### src/sv/hrts_pkg.sv
// Shared constants and types for the HV rail trim sequencer.
package hrts_pkg;

  localparam int unsigned ReadW  = 15;
  localparam int unsigned PCodeW = 12;
  localparam int unsigned NCodeW = 8;
  localparam int unsigned TicksW = 16;
  localparam int unsigned TryW   = 5;
  localparam int unsigned CfgIdxW  = 3;
  localparam int unsigned CfgDataW = 16;
  localparam int unsigned InDataW  = 112;
  localparam int unsigned OutDataW = 32;

  localparam int unsigned FineTriesDefault = 20;

  localparam logic [PCodeW-1:0] PosHigh = 12'd2457;
  localparam logic [PCodeW-1:0] PosLow  = 12'd447;
  localparam logic [PCodeW-1:0] PosStep = 12'd3;
  localparam logic [NCodeW-1:0] NegHigh = 8'd247;
  localparam logic [NCodeW-1:0] NegLow  = 8'd46;
  localparam logic [NCodeW-1:0] NegStep = 8'd2;
  localparam logic [ReadW:0]    TrackGap = 16'd150;

  // phase codes
  localparam logic [1:0] PhIdle = 2'd0;
  localparam logic [1:0] PhWait = 2'd1;
  localparam logic [1:0] PhFine = 2'd2;
  localparam logic [1:0] PhMon  = 2'd3;

  // configuration register indexes
  localparam logic [CfgIdxW-1:0] RegMinPos  = 3'd0;
  localparam logic [CfgIdxW-1:0] RegMaxPos  = 3'd1;
  localparam logic [CfgIdxW-1:0] RegMinNeg  = 3'd2;
  localparam logic [CfgIdxW-1:0] RegMaxNeg  = 3'd3;
  localparam logic [CfgIdxW-1:0] RegSettle  = 3'd4;
  localparam logic [CfgIdxW-1:0] RegTrimTol = 3'd5;

  // input item as packed on tdata, last field lowest
  typedef struct packed {
    logic [1:0]        pad;
    logic [ReadW-1:0]  neg_volt_goal;
    logic [ReadW-1:0]  pos_volt_goal;
    logic [NCodeW-1:0] neg_code_goal;
    logic [PCodeW-1:0] pos_code_goal;
    logic [ReadW-1:0]  neg_sibling;
    logic [ReadW-1:0]  pos_sibling;
    logic [ReadW-1:0]  neg_reading;
    logic [ReadW-1:0]  pos_reading;
  } in_item_t;

  typedef struct packed {
    logic [4:0]        pad;
    logic              track_fault;
    logic              over_fault;
    logic              trim_done;
    logic [1:0]        phase_now;
    logic              neg_write;
    logic              pos_write;
    logic [NCodeW-1:0] neg_code;
    logic [PCodeW-1:0] pos_code;
  } out_item_t;

  function automatic logic [ReadW-1:0] abs_diff(logic [ReadW-1:0] a, logic [ReadW-1:0] b);
    abs_diff = (a >= b) ? (a - b) : (b - a);
  endfunction

endpackage

### src/sv/hv_rail_trim_sequencer.sv
// Top level of the HV rail trim sequencer: input register, phase logic, result register.
// One item per clock is sustained while the output side is free. An accepted transfer
// lands in the input register, and once the output side can take it the phase/trim logic
// runs once on it and loads the result register, which then offers the result. The phase
// and code state update in that single stage, so each item sees what the
// previous one left. Configuration writes are taken every cycle (cfg_ready_o is high) and
// must only happen while the block is idle; register indexes above five are ignored.
module hv_rail_trim_sequencer #(
  parameter int unsigned FINE_TRIES = hrts_pkg::FineTriesDefault
) (
  input  logic                          clk_i,
  input  logic                          rst_ni,
  input  logic                          s_axis_tvalid_i,
  output logic                          s_axis_tready_o,
  // pos_reading, neg_reading, pos_sibling, neg_sibling, pos_code_goal, neg_code_goal,
  // pos_volt_goal, neg_volt_goal
  input  logic [hrts_pkg::InDataW-1:0]  s_axis_tdata_i,
  // kind
  input  logic                          s_axis_tuser_i,
  output logic                          m_axis_tvalid_o,
  input  logic                          m_axis_tready_i,
  // pos_code, neg_code, pos_write, neg_write, phase_now, trim_done, over_fault, track_fault
  output logic [hrts_pkg::OutDataW-1:0] m_axis_tdata_o,
  input  logic                          cfg_valid_i,
  output logic                          cfg_ready_o,
  input  logic [hrts_pkg::CfgIdxW-1:0]  cfg_index_i,
  input  logic [hrts_pkg::CfgDataW-1:0] cfg_data_i
);
  import hrts_pkg::*;

  localparam logic [TryW-1:0] TriesMax = TryW'(FINE_TRIES);

  // configuration
  logic [ReadW-1:0]  min_pos_q, max_pos_q, min_neg_q, max_neg_q, trim_tol_q;
  logic [TicksW-1:0] settle_q;

  // sequencer state
  logic [1:0]        phase_q, phase_d;
  logic [PCodeW-1:0] pos_code_q, pos_code_d;
  logic [NCodeW-1:0] neg_code_q, neg_code_d;
  logic [ReadW-1:0]  pos_goal_q, pos_goal_d, neg_goal_q, neg_goal_d;
  logic [TicksW-1:0] wait_ticks_q, wait_ticks_d;
  logic [TryW-1:0]   try_q, try_d;

  // pipeline registers
  logic      in_valid_q;
  in_item_t  in_item_q;
  logic      in_kind_q;
  logic      out_valid_q;
  out_item_t out_q, out_d;
  logic      fire;

  assign fire            = in_valid_q && (!out_valid_q || m_axis_tready_i);
  assign s_axis_tready_o = !in_valid_q || fire;
  assign m_axis_tvalid_o = out_valid_q;
  assign m_axis_tdata_o  = out_q;
  assign cfg_ready_o     = 1'b1;

  always_ff @(posedge clk_i or negedge rst_ni) begin
    if (!rst_ni) begin
      min_pos_q  <= '0;
      max_pos_q  <= '1;
      min_neg_q  <= '0;
      max_neg_q  <= '1;
      settle_q   <= TicksW'(100);
      trim_tol_q <= ReadW'(10);
    end else if (cfg_valid_i) begin
      case (cfg_index_i)
        RegMinPos:  min_pos_q  <= cfg_data_i[ReadW-1:0];
        RegMaxPos:  max_pos_q  <= cfg_data_i[ReadW-1:0];
        RegMinNeg:  min_neg_q  <= cfg_data_i[ReadW-1:0];
        RegMaxNeg:  max_neg_q  <= cfg_data_i[ReadW-1:0];
        RegSettle:  settle_q   <= cfg_data_i;
        RegTrimTol: trim_tol_q <= cfg_data_i[ReadW-1:0];
        default: ;
      endcase
    end
  end

  // input register
  always_ff @(posedge clk_i or negedge rst_ni) begin
    if (!rst_ni) begin
      in_valid_q <= 1'b0;
    end else if (s_axis_tready_o) begin
      in_valid_q <= s_axis_tvalid_i;
    end
  end

  always_ff @(posedge clk_i) begin
    if (s_axis_tready_o && s_axis_tvalid_i) begin
      in_item_q <= in_item_t'(s_axis_tdata_i);
      in_kind_q <= s_axis_tuser_i;
    end
  end

  // phase and trim logic
  always_comb begin
    logic [ReadW-1:0]  rp, rn, sp, sn;
    logic [ReadW-1:0]  err_p, err_n;
    logic              in_window;
    logic              done, over, track, pw, nw;

    rp = in_item_q.pos_reading;
    rn = in_item_q.neg_reading;
    sp = in_item_q.pos_sibling;
    sn = in_item_q.neg_sibling;

    phase_d      = phase_q;
    pos_code_d   = pos_code_q;
    neg_code_d   = neg_code_q;
    pos_goal_d   = pos_goal_q;
    neg_goal_d   = neg_goal_q;
    wait_ticks_d = wait_ticks_q;
    try_d        = try_q;
    done  = 1'b0;
    over  = 1'b0;
    track = 1'b0;
    pw    = 1'b0;
    nw    = 1'b0;

    err_p = abs_diff(rp, pos_goal_q);
    err_n = abs_diff(rn, neg_goal_q);
    in_window = (rp >= min_pos_q) && (rp <= max_pos_q) &&
                (rn >= min_neg_q) && (rn <= max_neg_q);

    if (in_kind_q) begin
      // start: load goals, abandon any phase in progress
      if (in_item_q.pos_code_goal != pos_code_q || in_item_q.neg_code_goal != neg_code_q) begin
        pw = 1'b1;
        nw = 1'b1;
      end
      pos_code_d   = in_item_q.pos_code_goal;
      neg_code_d   = in_item_q.neg_code_goal;
      pos_goal_d   = in_item_q.pos_volt_goal;
      neg_goal_d   = in_item_q.neg_volt_goal;
      wait_ticks_d = '0;
      try_d        = '0;
      phase_d      = PhWait;
    end else if (phase_q == PhMon) begin
      over  = (rp >= max_pos_q) || (rn >= max_neg_q);
      // compare with the gap added on the reading side to avoid underflow
      track = (({1'b0, rp} + TrackGap) < {1'b0, sp}) ||
              (({1'b0, rn} + TrackGap) < {1'b0, sn});
      if (over || track) begin
        phase_d = PhIdle;
      end
    end else begin
      if (phase_q == PhWait) begin
        if (wait_ticks_q <= settle_q) begin
          if (in_window) begin
            phase_d = PhFine;
            try_d   = '0;
          end
        end else begin
          phase_d = PhFine;
        end
        if (wait_ticks_q != '1) begin
          wait_ticks_d = wait_ticks_q + TicksW'(1);
        end
      end
      if (phase_d == PhFine) begin
        try_d = try_d + TryW'(1);
        if (try_d >= TriesMax || (err_p < trim_tol_q && err_n < trim_tol_q)) begin
          try_d        = '0;
          wait_ticks_d = '0;
          done         = 1'b1;
          phase_d      = PhMon;
        end else begin
          if (err_p > trim_tol_q) begin
            pw = 1'b1;
            if (rp > pos_goal_q) begin
              pos_code_d = (pos_code_q >= PosHigh - PosStep) ? PosHigh : pos_code_q + PosStep;
            end else begin
              pos_code_d = (pos_code_q <= PosLow + PosStep) ? PosLow : pos_code_q - PosStep;
            end
          end
          if (err_n > trim_tol_q) begin
            nw = 1'b1;
            if (rn > neg_goal_q) begin
              neg_code_d = (neg_code_q >= NegHigh - NegStep) ? NegHigh : neg_code_q + NegStep;
            end else begin
              neg_code_d = (neg_code_q <= NegLow + NegStep) ? NegLow : neg_code_q - NegStep;
            end
          end
        end
      end
    end

    out_d             = '0;
    out_d.pos_code    = pos_code_d;
    out_d.neg_code    = neg_code_d;
    out_d.pos_write   = pw;
    out_d.neg_write   = nw;
    out_d.phase_now   = phase_d;
    out_d.trim_done   = done;
    out_d.over_fault  = over;
    out_d.track_fault = track;
  end

  always_ff @(posedge clk_i or negedge rst_ni) begin
    if (!rst_ni) begin
      phase_q      <= PhIdle;
      pos_code_q   <= '0;
      neg_code_q   <= '0;
      pos_goal_q   <= '0;
      neg_goal_q   <= '0;
      wait_ticks_q <= '0;
      try_q        <= '0;
      out_valid_q  <= 1'b0;
    end else begin
      if (fire) begin
        phase_q      <= phase_d;
        pos_code_q   <= pos_code_d;
        neg_code_q   <= neg_code_d;
        pos_goal_q   <= pos_goal_d;
        neg_goal_q   <= neg_goal_d;
        wait_ticks_q <= wait_ticks_d;
        try_q        <= try_d;
        out_valid_q  <= 1'b1;
      end else if (m_axis_tready_i) begin
        out_valid_q  <= 1'b0;
      end
    end
  end

  // hold the result until the transfer completes
  always_ff @(posedge clk_i) begin
    if (fire) begin
      out_q <= out_d;
    end
  end

endmodule

### config.mk
export PLATFORM = sky130hd
export DESIGN_NAME = hv_rail_trim_sequencer
export DESIGN_NICKNAME = d
export VERILOG_FILES = /design/src/sv/hrts_pkg.sv /design/src/sv/hv_rail_trim_sequencer.sv
export SDC_FILE = /design/constraint.sdc
export NUM_CORES = 1
export LEC_CHECK = 0
export BUFFER_PORTS_ARGS = -buffer_cell sky130_fd_sc_hd__buf_2
export CAP_MARGIN = 5
export CELL_PAD_IN_SITES_DETAIL_PLACEMENT = 2
export CELL_PAD_IN_SITES_GLOBAL_PLACEMENT = 2
export CORE_ASPECT_RATIO = 1.75
export CORE_MARGIN = 5
export CORE_UTILIZATION = 35
export CTS_BUF_LIST = sky130_fd_sc_hd__clkbuf_4 sky130_fd_sc_hd__clkbuf_8
export DETAILED_ROUTE_END_ITERATION = 12
export GPL_TIMING_DRIVEN = 0
export PLACE_DENSITY_LB_ADDON = 0.12
export SETUP_SLACK_MARGIN = 0.3
export SLEW_MARGIN = 0
export SYNTH_ARGS = -nofsm -noshare
export SYNTH_HDL_FRONTEND = slang
export SYNTH_SLANG_ARGS = --single-unit
export TNS_END_PERCENT = 1
### constraint.sdc
create_clock -name clk_i -period 8.8 [get_ports clk_i]
set_input_delay 0.88 -clock clk_i [delete_from_list [all_inputs] [get_ports clk_i]]
set_output_delay 0.88 -clock clk_i [all_outputs]
set_load 0.01 [all_outputs]
==> flow_metrics.env, run 1 <==
export IMPL_via_count=16100
export IMPL_p_leak_nw=9.75
export IMPL_pin_count=172
export IMPL_tns_ns=0
export IMPL_yosys_area_top_type="edfxtp_1"
export IMPL_wirelength_um=72000
export IMPL_mostFrequentLayoutCells="inv_1, ha_1, nand2_1, buf_2, o21ai_0"
export IMPL_cts_resized=0
export IMPL_rr_startpoint="in_item_q[8]$_DFFE_PP_"
export IMPL_final_common_cell="inv_1"
export IMPL_crit_arrival_ns=7.01
export IMPL_avgRoutedWirePerCell_um=24.7
export IMPL_cp_max_fo=10
export IMPL_p_per_area_mw_per_mm2=261
export IMPL_multi_input_area_sq_mm=0.00965
export IMPL_cts_num_sinks=304
export IMPL_drive_gt1_share_pct=17.5
export IMPL_clk_pin_slew_worst_paths_ns=0.06
export IMPL_crit_path_start_kind="register"
export IMPL_finalMaxSlewViolations=0
export IMPL_grt_max_degree=103
export IMPL_antenna_found_initial=1
export IMPL_drc_errors=0
export IMPL_yosys_area_top_type_share_pct=21.6
export IMPL_dieArea_sq_mm=0.0598
export IMPL_start_util_pct=35.3
export IMPL_worst_ir_drop_vdd_mv=0.121
export IMPL_async_flop_share_pct=54.6
export IMPL_ys_flop_type="edfxtp_1"
export IMPL_drtIter0Drc=456
export IMPL_final_area_sq_mm=0.0221
export IMPL_finalHoldViolCount=0
export IMPL_core_area_sq_mm=0.0543
export IMPL_netlist_instances=1962
export IMPL_outcome="finished clean"
export IMPL_dp_hpwl_um=56400
export IMPL_cts_buffer_depth=3
export IMPL_layout_min_cycle_time_ns=6.51
export IMPL_numPortBuffers=163
export IMPL_nets=2528
export IMPL_yosys_warnings=0
export IMPL_cts_buffers_inserted=52
export IMPL_whs_ns=0.195
export IMPL_hold_path_class="in2async"
export IMPL_synth_area_sq_mm=0.0192
export IMPL_clkLatencyLatePin_ns=0.69
export IMPL_cts_tree="yes"
export IMPL_max_freq_ghz=0.154
export IMPL_dp_cells=2821
export IMPL_instances_no_fill=2920
export IMPL_dpl_cell_area_sq_mm=0.0209
export IMPL_grt_setup_unrepaired="no"
export IMPL_gp_congestion=0.873
export IMPL_postSynthAreaPerCell_sq_um=9.77
export IMPL_ys_seq_elements=304
export IMPL_hold_buffers=0
export IMPL_synth_edf_count=138
export IMPL_ys_types=89
export IMPL_die_height_um=320
export IMPL_grt_pass1_wl_um=109000
export IMPL_path_class="reg2reg"
export IMPL_seq_area_frac_synth_pct=43.5
export IMPL_fin_skew_ns=0.0381
export IMPL_grt_usage_pct=23.6
export IMPL_fill_cells=6055
export IMPL_worstPathRequired_ns=9.30
export IMPL_overflow=0
export IMPL_area_growth_syn_to_layout_pct=15.1
export IMPL_setup_violations=0
export IMPL_p_total_w=0.00576
export IMPL_seq_area_sq_mm=0.00834
export IMPL_die_w_um=187
export IMPL_vias_per_cell=5.51
export IMPL_crit_path_end_kind="register"
export IMPL_htreeDepth=2
export IMPL_grt_pass1_vias=18500
export IMPL_cts_root_buf="clkbuf_8"
export IMPL_ant_nets=0
export IMPL_synth_area_leaders="edfxtp_1, dfrtp_1, ha_1, dfstp_2, inv_1"
export IMPL_cap_violations=0
export IMPL_period_share_pct=73.9
export IMPL_critical_path_startpoint="in_item_q[8]$_DFFE_PP_"
export IMPL_reg2reg_depth=22
export IMPL_worstMarginPinSlew_ns=1.14
export IMPL_rows=113
export IMPL_slew_headroom_pct=23.8
export IMPL_first_pass_iters=5
export IMPL_cts_setup_buffers=0
==> metal layers <==
| layer | vias up | track usage, % | share of wire, % |
|---|---|---|---|
| met3 | 171 | 3.38 | 2.9 |
| li1 | 7431 | - | - |
| met4 | 0 | 11.9 | 5.7 |
| met1 | 8143 | 22.7 | 35 |
| met2 | 349 | 47.9 | 57 |
| met5 | - | 0 | 0 |
==> power by group <==
part / leakage [nW] / internal, W / total (W) / switching, W
Clock: 0.596 / 0.000765 / 0.00142 / 0.000657
Sequential: 3.31 / 0.00177 / 0.00192 / 0.000155
Combinational: 5.85 / 0.000904 / 0.00242 / 0.00151
==> Yosys cell counts (5+ instances only) <==
| master | instances |
|---|---|
| inv_1 | 207 |
| ha_1 | 202 |
| nand2_1 | 194 |
| o21ai_0 | 153 |
| edfxtp_1 | 138 |
| dfrtp_1 | 131 |
| a21oi_1 | 108 |
| nor2_1 | 73 |
| nand3_1 | 67 |
| clkbuf_1 | 54 |
| xnor2_1 | 54 |
| a21o_1 | 45 |
| mux2_2 | 41 |
| dfstp_2 | 35 |
| nor3_1 | 34 |
| nand4_1 | 30 |
| xor2_1 | 27 |
| a31oi_1 | 25 |
| mux2i_1 | 21 |
| buf_2 | 19 |
| o31ai_1 | 18 |
| and3_1 | 16 |
| nand2b_1 | 16 |
| o21ai_1 | 16 |
| a22oi_1 | 14 |
| o211ai_1 | 13 |
| nor2b_1 | 12 |
| o21a_1 | 12 |
| a211oi_1 | 11 |
| and2_1 | 10 |
| a22o_1 | 9 |
| or3_1 | 9 |
| buf_4 | 8 |
| nor4_1 | 8 |
| o221ai_1 | 8 |
| o22ai_1 | 7 |
| o31a_1 | 7 |
| or2_2 | 7 |
| nand3b_1 | 6 |
| a221oi_1 | 5 |
| and4_1 | 5 |
| o21bai_1 | 5 |
==> worst max-delay path, stage by stage, from the launching register on <==
cell	delay, ns
edfxtp_1	0.57
ha_1	0.36
clkbuf_1	0.36
a21oi_1	0.13
o21ai_0	0.44
nor3_1	0.10
a21oi_1	0.57
buf_2	0.39
a21oi_1	0.14
a41oi_1	0.24
xnor2_1	0.18
ha_1	0.30
a21oi_1	0.21
o21ai_0	0.14
or3_1	0.35
o21ai_1	0.27
a31oi_1	0.20
o31ai_1	0.49
nor2_1	0.16
buf_2	0.24
buf_2	0.22
a31oi_1	0.18
a21oi_1	0.06
==> flip-flops by register name, summed over array words and instances (netlist names) <==
signal,cells
min_neg_q,15
phase_q,2
max_neg_q,15
in_valid_q,1
m_axis_tvalid_o,1
max_pos_q,15
in_kind_q,1
settle_q,16
neg_code_q,8
wait_ticks_q,16
pos_code_q,12
trim_tol_q,15
try_q,5
min_pos_q,15
pos_goal_q,15
neg_goal_q,15
m_axis_tdata_o,27
in_item_q,110
==> final cells by class <==
cell class / count / area share (%)
clock buffer: 82 / 4.60
buffer: 89 / 1.91
tap: 690 / 3.91
multi-input combinational: 1364 / 43.7
antenna: 1 / 0.0113
clock inverter: 16 / 0.505
timing repair buffer: 165 / 3.99
inverter: 209 / 3.55
sequential: 304 / 37.8
==> metrics by stage <==
stage	util, %	worst slack (ns)
detailed placement	38.6	2.36
floorplan	-	4.10
CTS	40.6	2.28
global route	40.7	1.95
global placement	38.4	2.52
finish	40.7	2.29
==> cell families after synthesis <==
family | Yosys count | synth area share (%)
other | 2 | 0.0392
buffers and inverters | 298 | 6.28
XOR/XNOR | 81 | 3.70
adder cells (fa/ha/maj) | 206 | 13.6
AO/OA/AOI/OAI | 505 | 16.7
multiplexers | 62 | 3.50
AND/OR/NAND/NOR | 504 | 12.7
flip-flops | 304 | 43.5
==> path summary, 6_finish.rpt <==
check                                               end  slack (ns)
hold reg to reg               pos_goal_q[7]$_DFFE_PN0P_        0.46
setup / recovery           wait_ticks_q[14]$_DFFE_PN0P_        2.29
min in group clk_i              in_item_q[21]$_DFFE_PP_        0.36
hold / removal                neg_code_q[3]$_DFFE_PN0P_        0.20
max in group asynchronous      max_pos_q[0]$_DFFE_PN1P_        7.60
setup reg to reg           wait_ticks_q[14]$_DFFE_PN0P_        2.29
No activity file was read; power rests on OpenSTA's default activity.
==> inputs of run 2 (changes only) <==
Clock period 8.8 ns to 5.5 ns, I/O delays scaled along.
==> flow_metrics.env, run 2 (synthesis gave the netlist of run 1 again) <==
export IMPL_largest_register="in_item_q"
export IMPL_area_growth_syn_to_layout_pct=22.4
export IMPL_crit_family="compound AO/OA/AOI/OAI gates"
export IMPL_layout_min_cycle_time_ns=5.06
export IMPL_fin_skew_ns=0.0536
export IMPL_dp_hpwl_um=56400
export IMPL_drc_errors=0
export IMPL_outcome="finished clean"
export IMPL_clkLatencyLatePin_ns=0.70
export IMPL_overflow=0
export IMPL_hold_path_class="in2reg"
export IMPL_grt_util_met3_pct=3.39
export IMPL_final_common_cell="inv_1"
export IMPL_grt_setup_unrepaired="yes"
export IMPL_worst_ir_drop_vdd_mv=0.198
export IMPL_path_class="reg2reg"
export IMPL_whs_endpoint="in_item_q[65]$_DFFE_PP_"
export IMPL_avgRoutedWirePerCell_um=25.1
export IMPL_worst_r2r_endpoint="m_axis_tdata_o[13]$_DFFE_PP_"
export IMPL_setup_violations=0
export IMPL_use_met1_pct=23.5
export IMPL_antenna_found_initial=1
export IMPL_grtUsageMet2_pct=50.7
export IMPL_dp_slack_ns=-0.942
export IMPL_rows=113
export IMPL_die_height_um=320
export IMPL_path_cells="ha_1, a21oi_1, o21ai_2, o21bai_1, a21boi_2, o221ai_2, buf_6, buf_4, mux2i_1, xor2_1, ha_1, o21ai_0, a21oi_2, o31ai_4, nand2_1, o311ai_1, and2b_4, buf_6, a311o_1"
export IMPL_nets=2624
export IMPL_largest_reg_flops=110
export IMPL_period_share_pct=92.0
export IMPL_dieArea_sq_mm=0.0598
export IMPL_p_total_w=0.00977
export IMPL_grt_busiest_layer="met2"
export IMPL_hp_start="s_axis_tdata_i[65]"
export IMPL_wirelength_um=75800
export IMPL_via_count=16500
export IMPL_crit_arrival_ns=5.46
export IMPL_rr_startpoint="in_item_q[27]$_DFFE_PP_"
export IMPL_pin_count=172
export IMPL_cp_slowest_stage_delay_ns=0.51
export IMPL_crit_path_end_kind="register"
export IMPL_crit_path_start_kind="register"
export IMPL_vias_per_cell=5.49
export IMPL_worstPathRequired_ns=5.90
export IMPL_p_leak_nw=10.3
export IMPL_clk_pin_slew_worst_paths_ns=0.07
export IMPL_htreeDepth=2
export IMPL_max_freq_ghz=0.198
export IMPL_grt_pass1_vias=19100
export IMPL_gp_congestion=0.873
export IMPL_start_util_pct=35.3
export IMPL_grt_usage_pct=24.7
export IMPL_setup_ws_ns=0.439
export IMPL_grt_max_degree=103
export IMPL_cts_num_sinks=304
export IMPL_drive_gt1_share_pct=22.6
export IMPL_core_area_sq_mm=0.0543
export IMPL_finalMaxSlewViolations=0
export IMPL_finalHoldViolCount=0
export IMPL_fin_util_pct=43.2
export IMPL_mostFrequentLayoutCells="inv_1, ha_1, nand2_1, buf_2, o21ai_0"
export IMPL_cp_max_fo=10
export IMPL_numPortBuffers=163
export IMPL_cts_root_buf="clkbuf_8"
export IMPL_first_pass_iters=5
export IMPL_rrSetupSlack_ns=0.44
export IMPL_slew_headroom_pct=24.9
export IMPL_cap_violations=0
export IMPL_whs_path_depth=1
export IMPL_critical_path_startpoint="in_item_q[27]$_DFFE_PP_"
export IMPL_reg2reg_depth=19
export IMPL_cts_buffer_depth=3
export IMPL_cts_tree="yes"
export IMPL_die_w_um=187
export IMPL_ant_nets=0
export IMPL_cpMaxStageDelayCell="edfxtp_1"
export IMPL_path_buf_inv=3
export IMPL_drtIter0Drc=506
export IMPL_p_per_area_mw_per_mm2=416
export IMPL_worstMarginPinSlew_ns=1.12
export IMPL_grt_pass1_wl_um=113000
export IMPL_cts_buffers_inserted=52
[run 2: cell count changes in the layout (fill, tap and decap cells not counted), moves of 6 or more]
cell / delta
buf_4: +56
dlygate4sd3_1: +45
o21ai_0: -10
buf_2: -10
o21ai_1: +6
clkbuf_1: -10
clkbuf_4: +9
a21oi_2: +9
ha_1: -9
a21oi_1: -14
[run 2: worst register-to-register path, stage by stage (launching register included)]
cell and delay [ns]:
edfxtp_1 0.51, ha_1 0.44, a21oi_1 0.24, o21ai_2 0.11, o21bai_1 0.17, a21boi_2 0.18, o221ai_2 0.27, buf_6 0.20
buf_4 0.15, mux2i_1 0.21, xor2_1 0.31, ha_1 0.33, o21ai_0 0.26, a21oi_2 0.08, o31ai_4 0.32, nand2_1 0.10
o311ai_1 0.12, and2b_4 0.28, buf_6 0.16, a311o_1 0.34
[run 2: metrics by stage]
stage | TNS, ns | hold slack [ns] | cells | instance area [sq um]
floorplan | 0 | 0.254 | 1966 | 19200
global placement | -15.50 | 0.440 | 2819 | 20900
detailed placement | -25.91 | 0.447 | 2821 | 20900
CTS | 0 | 0.000435 | 3005 | 23100
global route | 0 | 0.0142 | 3016 | 23500
finish | 0 | 0.0575 | 3016 | 23500
[run 2: area by class of cell]
type	count	area, sq um
flip-flops and latches	304	8340
repair buffers	261	1710
diodes	1	2.50
multi-input cells	1364	10100
plain buffers	89	498
well taps	690	863
inverters	209	785
clock inverters	16	111
fillers	5954	30800
clock buffers	82	1020
[run 2: repair_timing]
action | in CTS | in global routing
setup endpoints to repair | 66 | 63
cloned | 0 | 0
endpoints found under the hold margin | 99 | 0
pin swaps | 15 | 30
setup buffers | 41 | 10
hold buffers | 45 | 0
gates resized for setup | 63 | 90
[run 2: per-layer routing]
metal	up-vias	part of all wire [%]
met2	375	57
met3	182	3.2
met1	8365	34
met4	0	5.6
met5	-	0
li1	7621	-
[run 2: how the worst max path moves through the flow]
stage	slack [ns]	cells past startpoint	endpoint
2_1_floorplan	0.80	22	wait_ticks_q[14]$_DFFE_PN0P_
3_3_place_gp	-0.78	22	wait_ticks_q[14]$_DFFE_PN0P_
3_5_place_dp	-0.94	22	wait_ticks_q[14]$_DFFE_PN0P_
4_1_cts	0.21	23	wait_ticks_q[14]$_DFFE_PN0P_
5_1_grt	0.26	22	wait_ticks_q[14]$_DFFE_PN0P_
6_report	0.44	19	m_axis_tdata_o[13]$_DFFE_PP_
[run 2: power by group]
group	internal (W)	switching, W
Sequential	0.00283	0.000232
Clock	0.00122	0.00106
Combinational	0.00175	0.00269
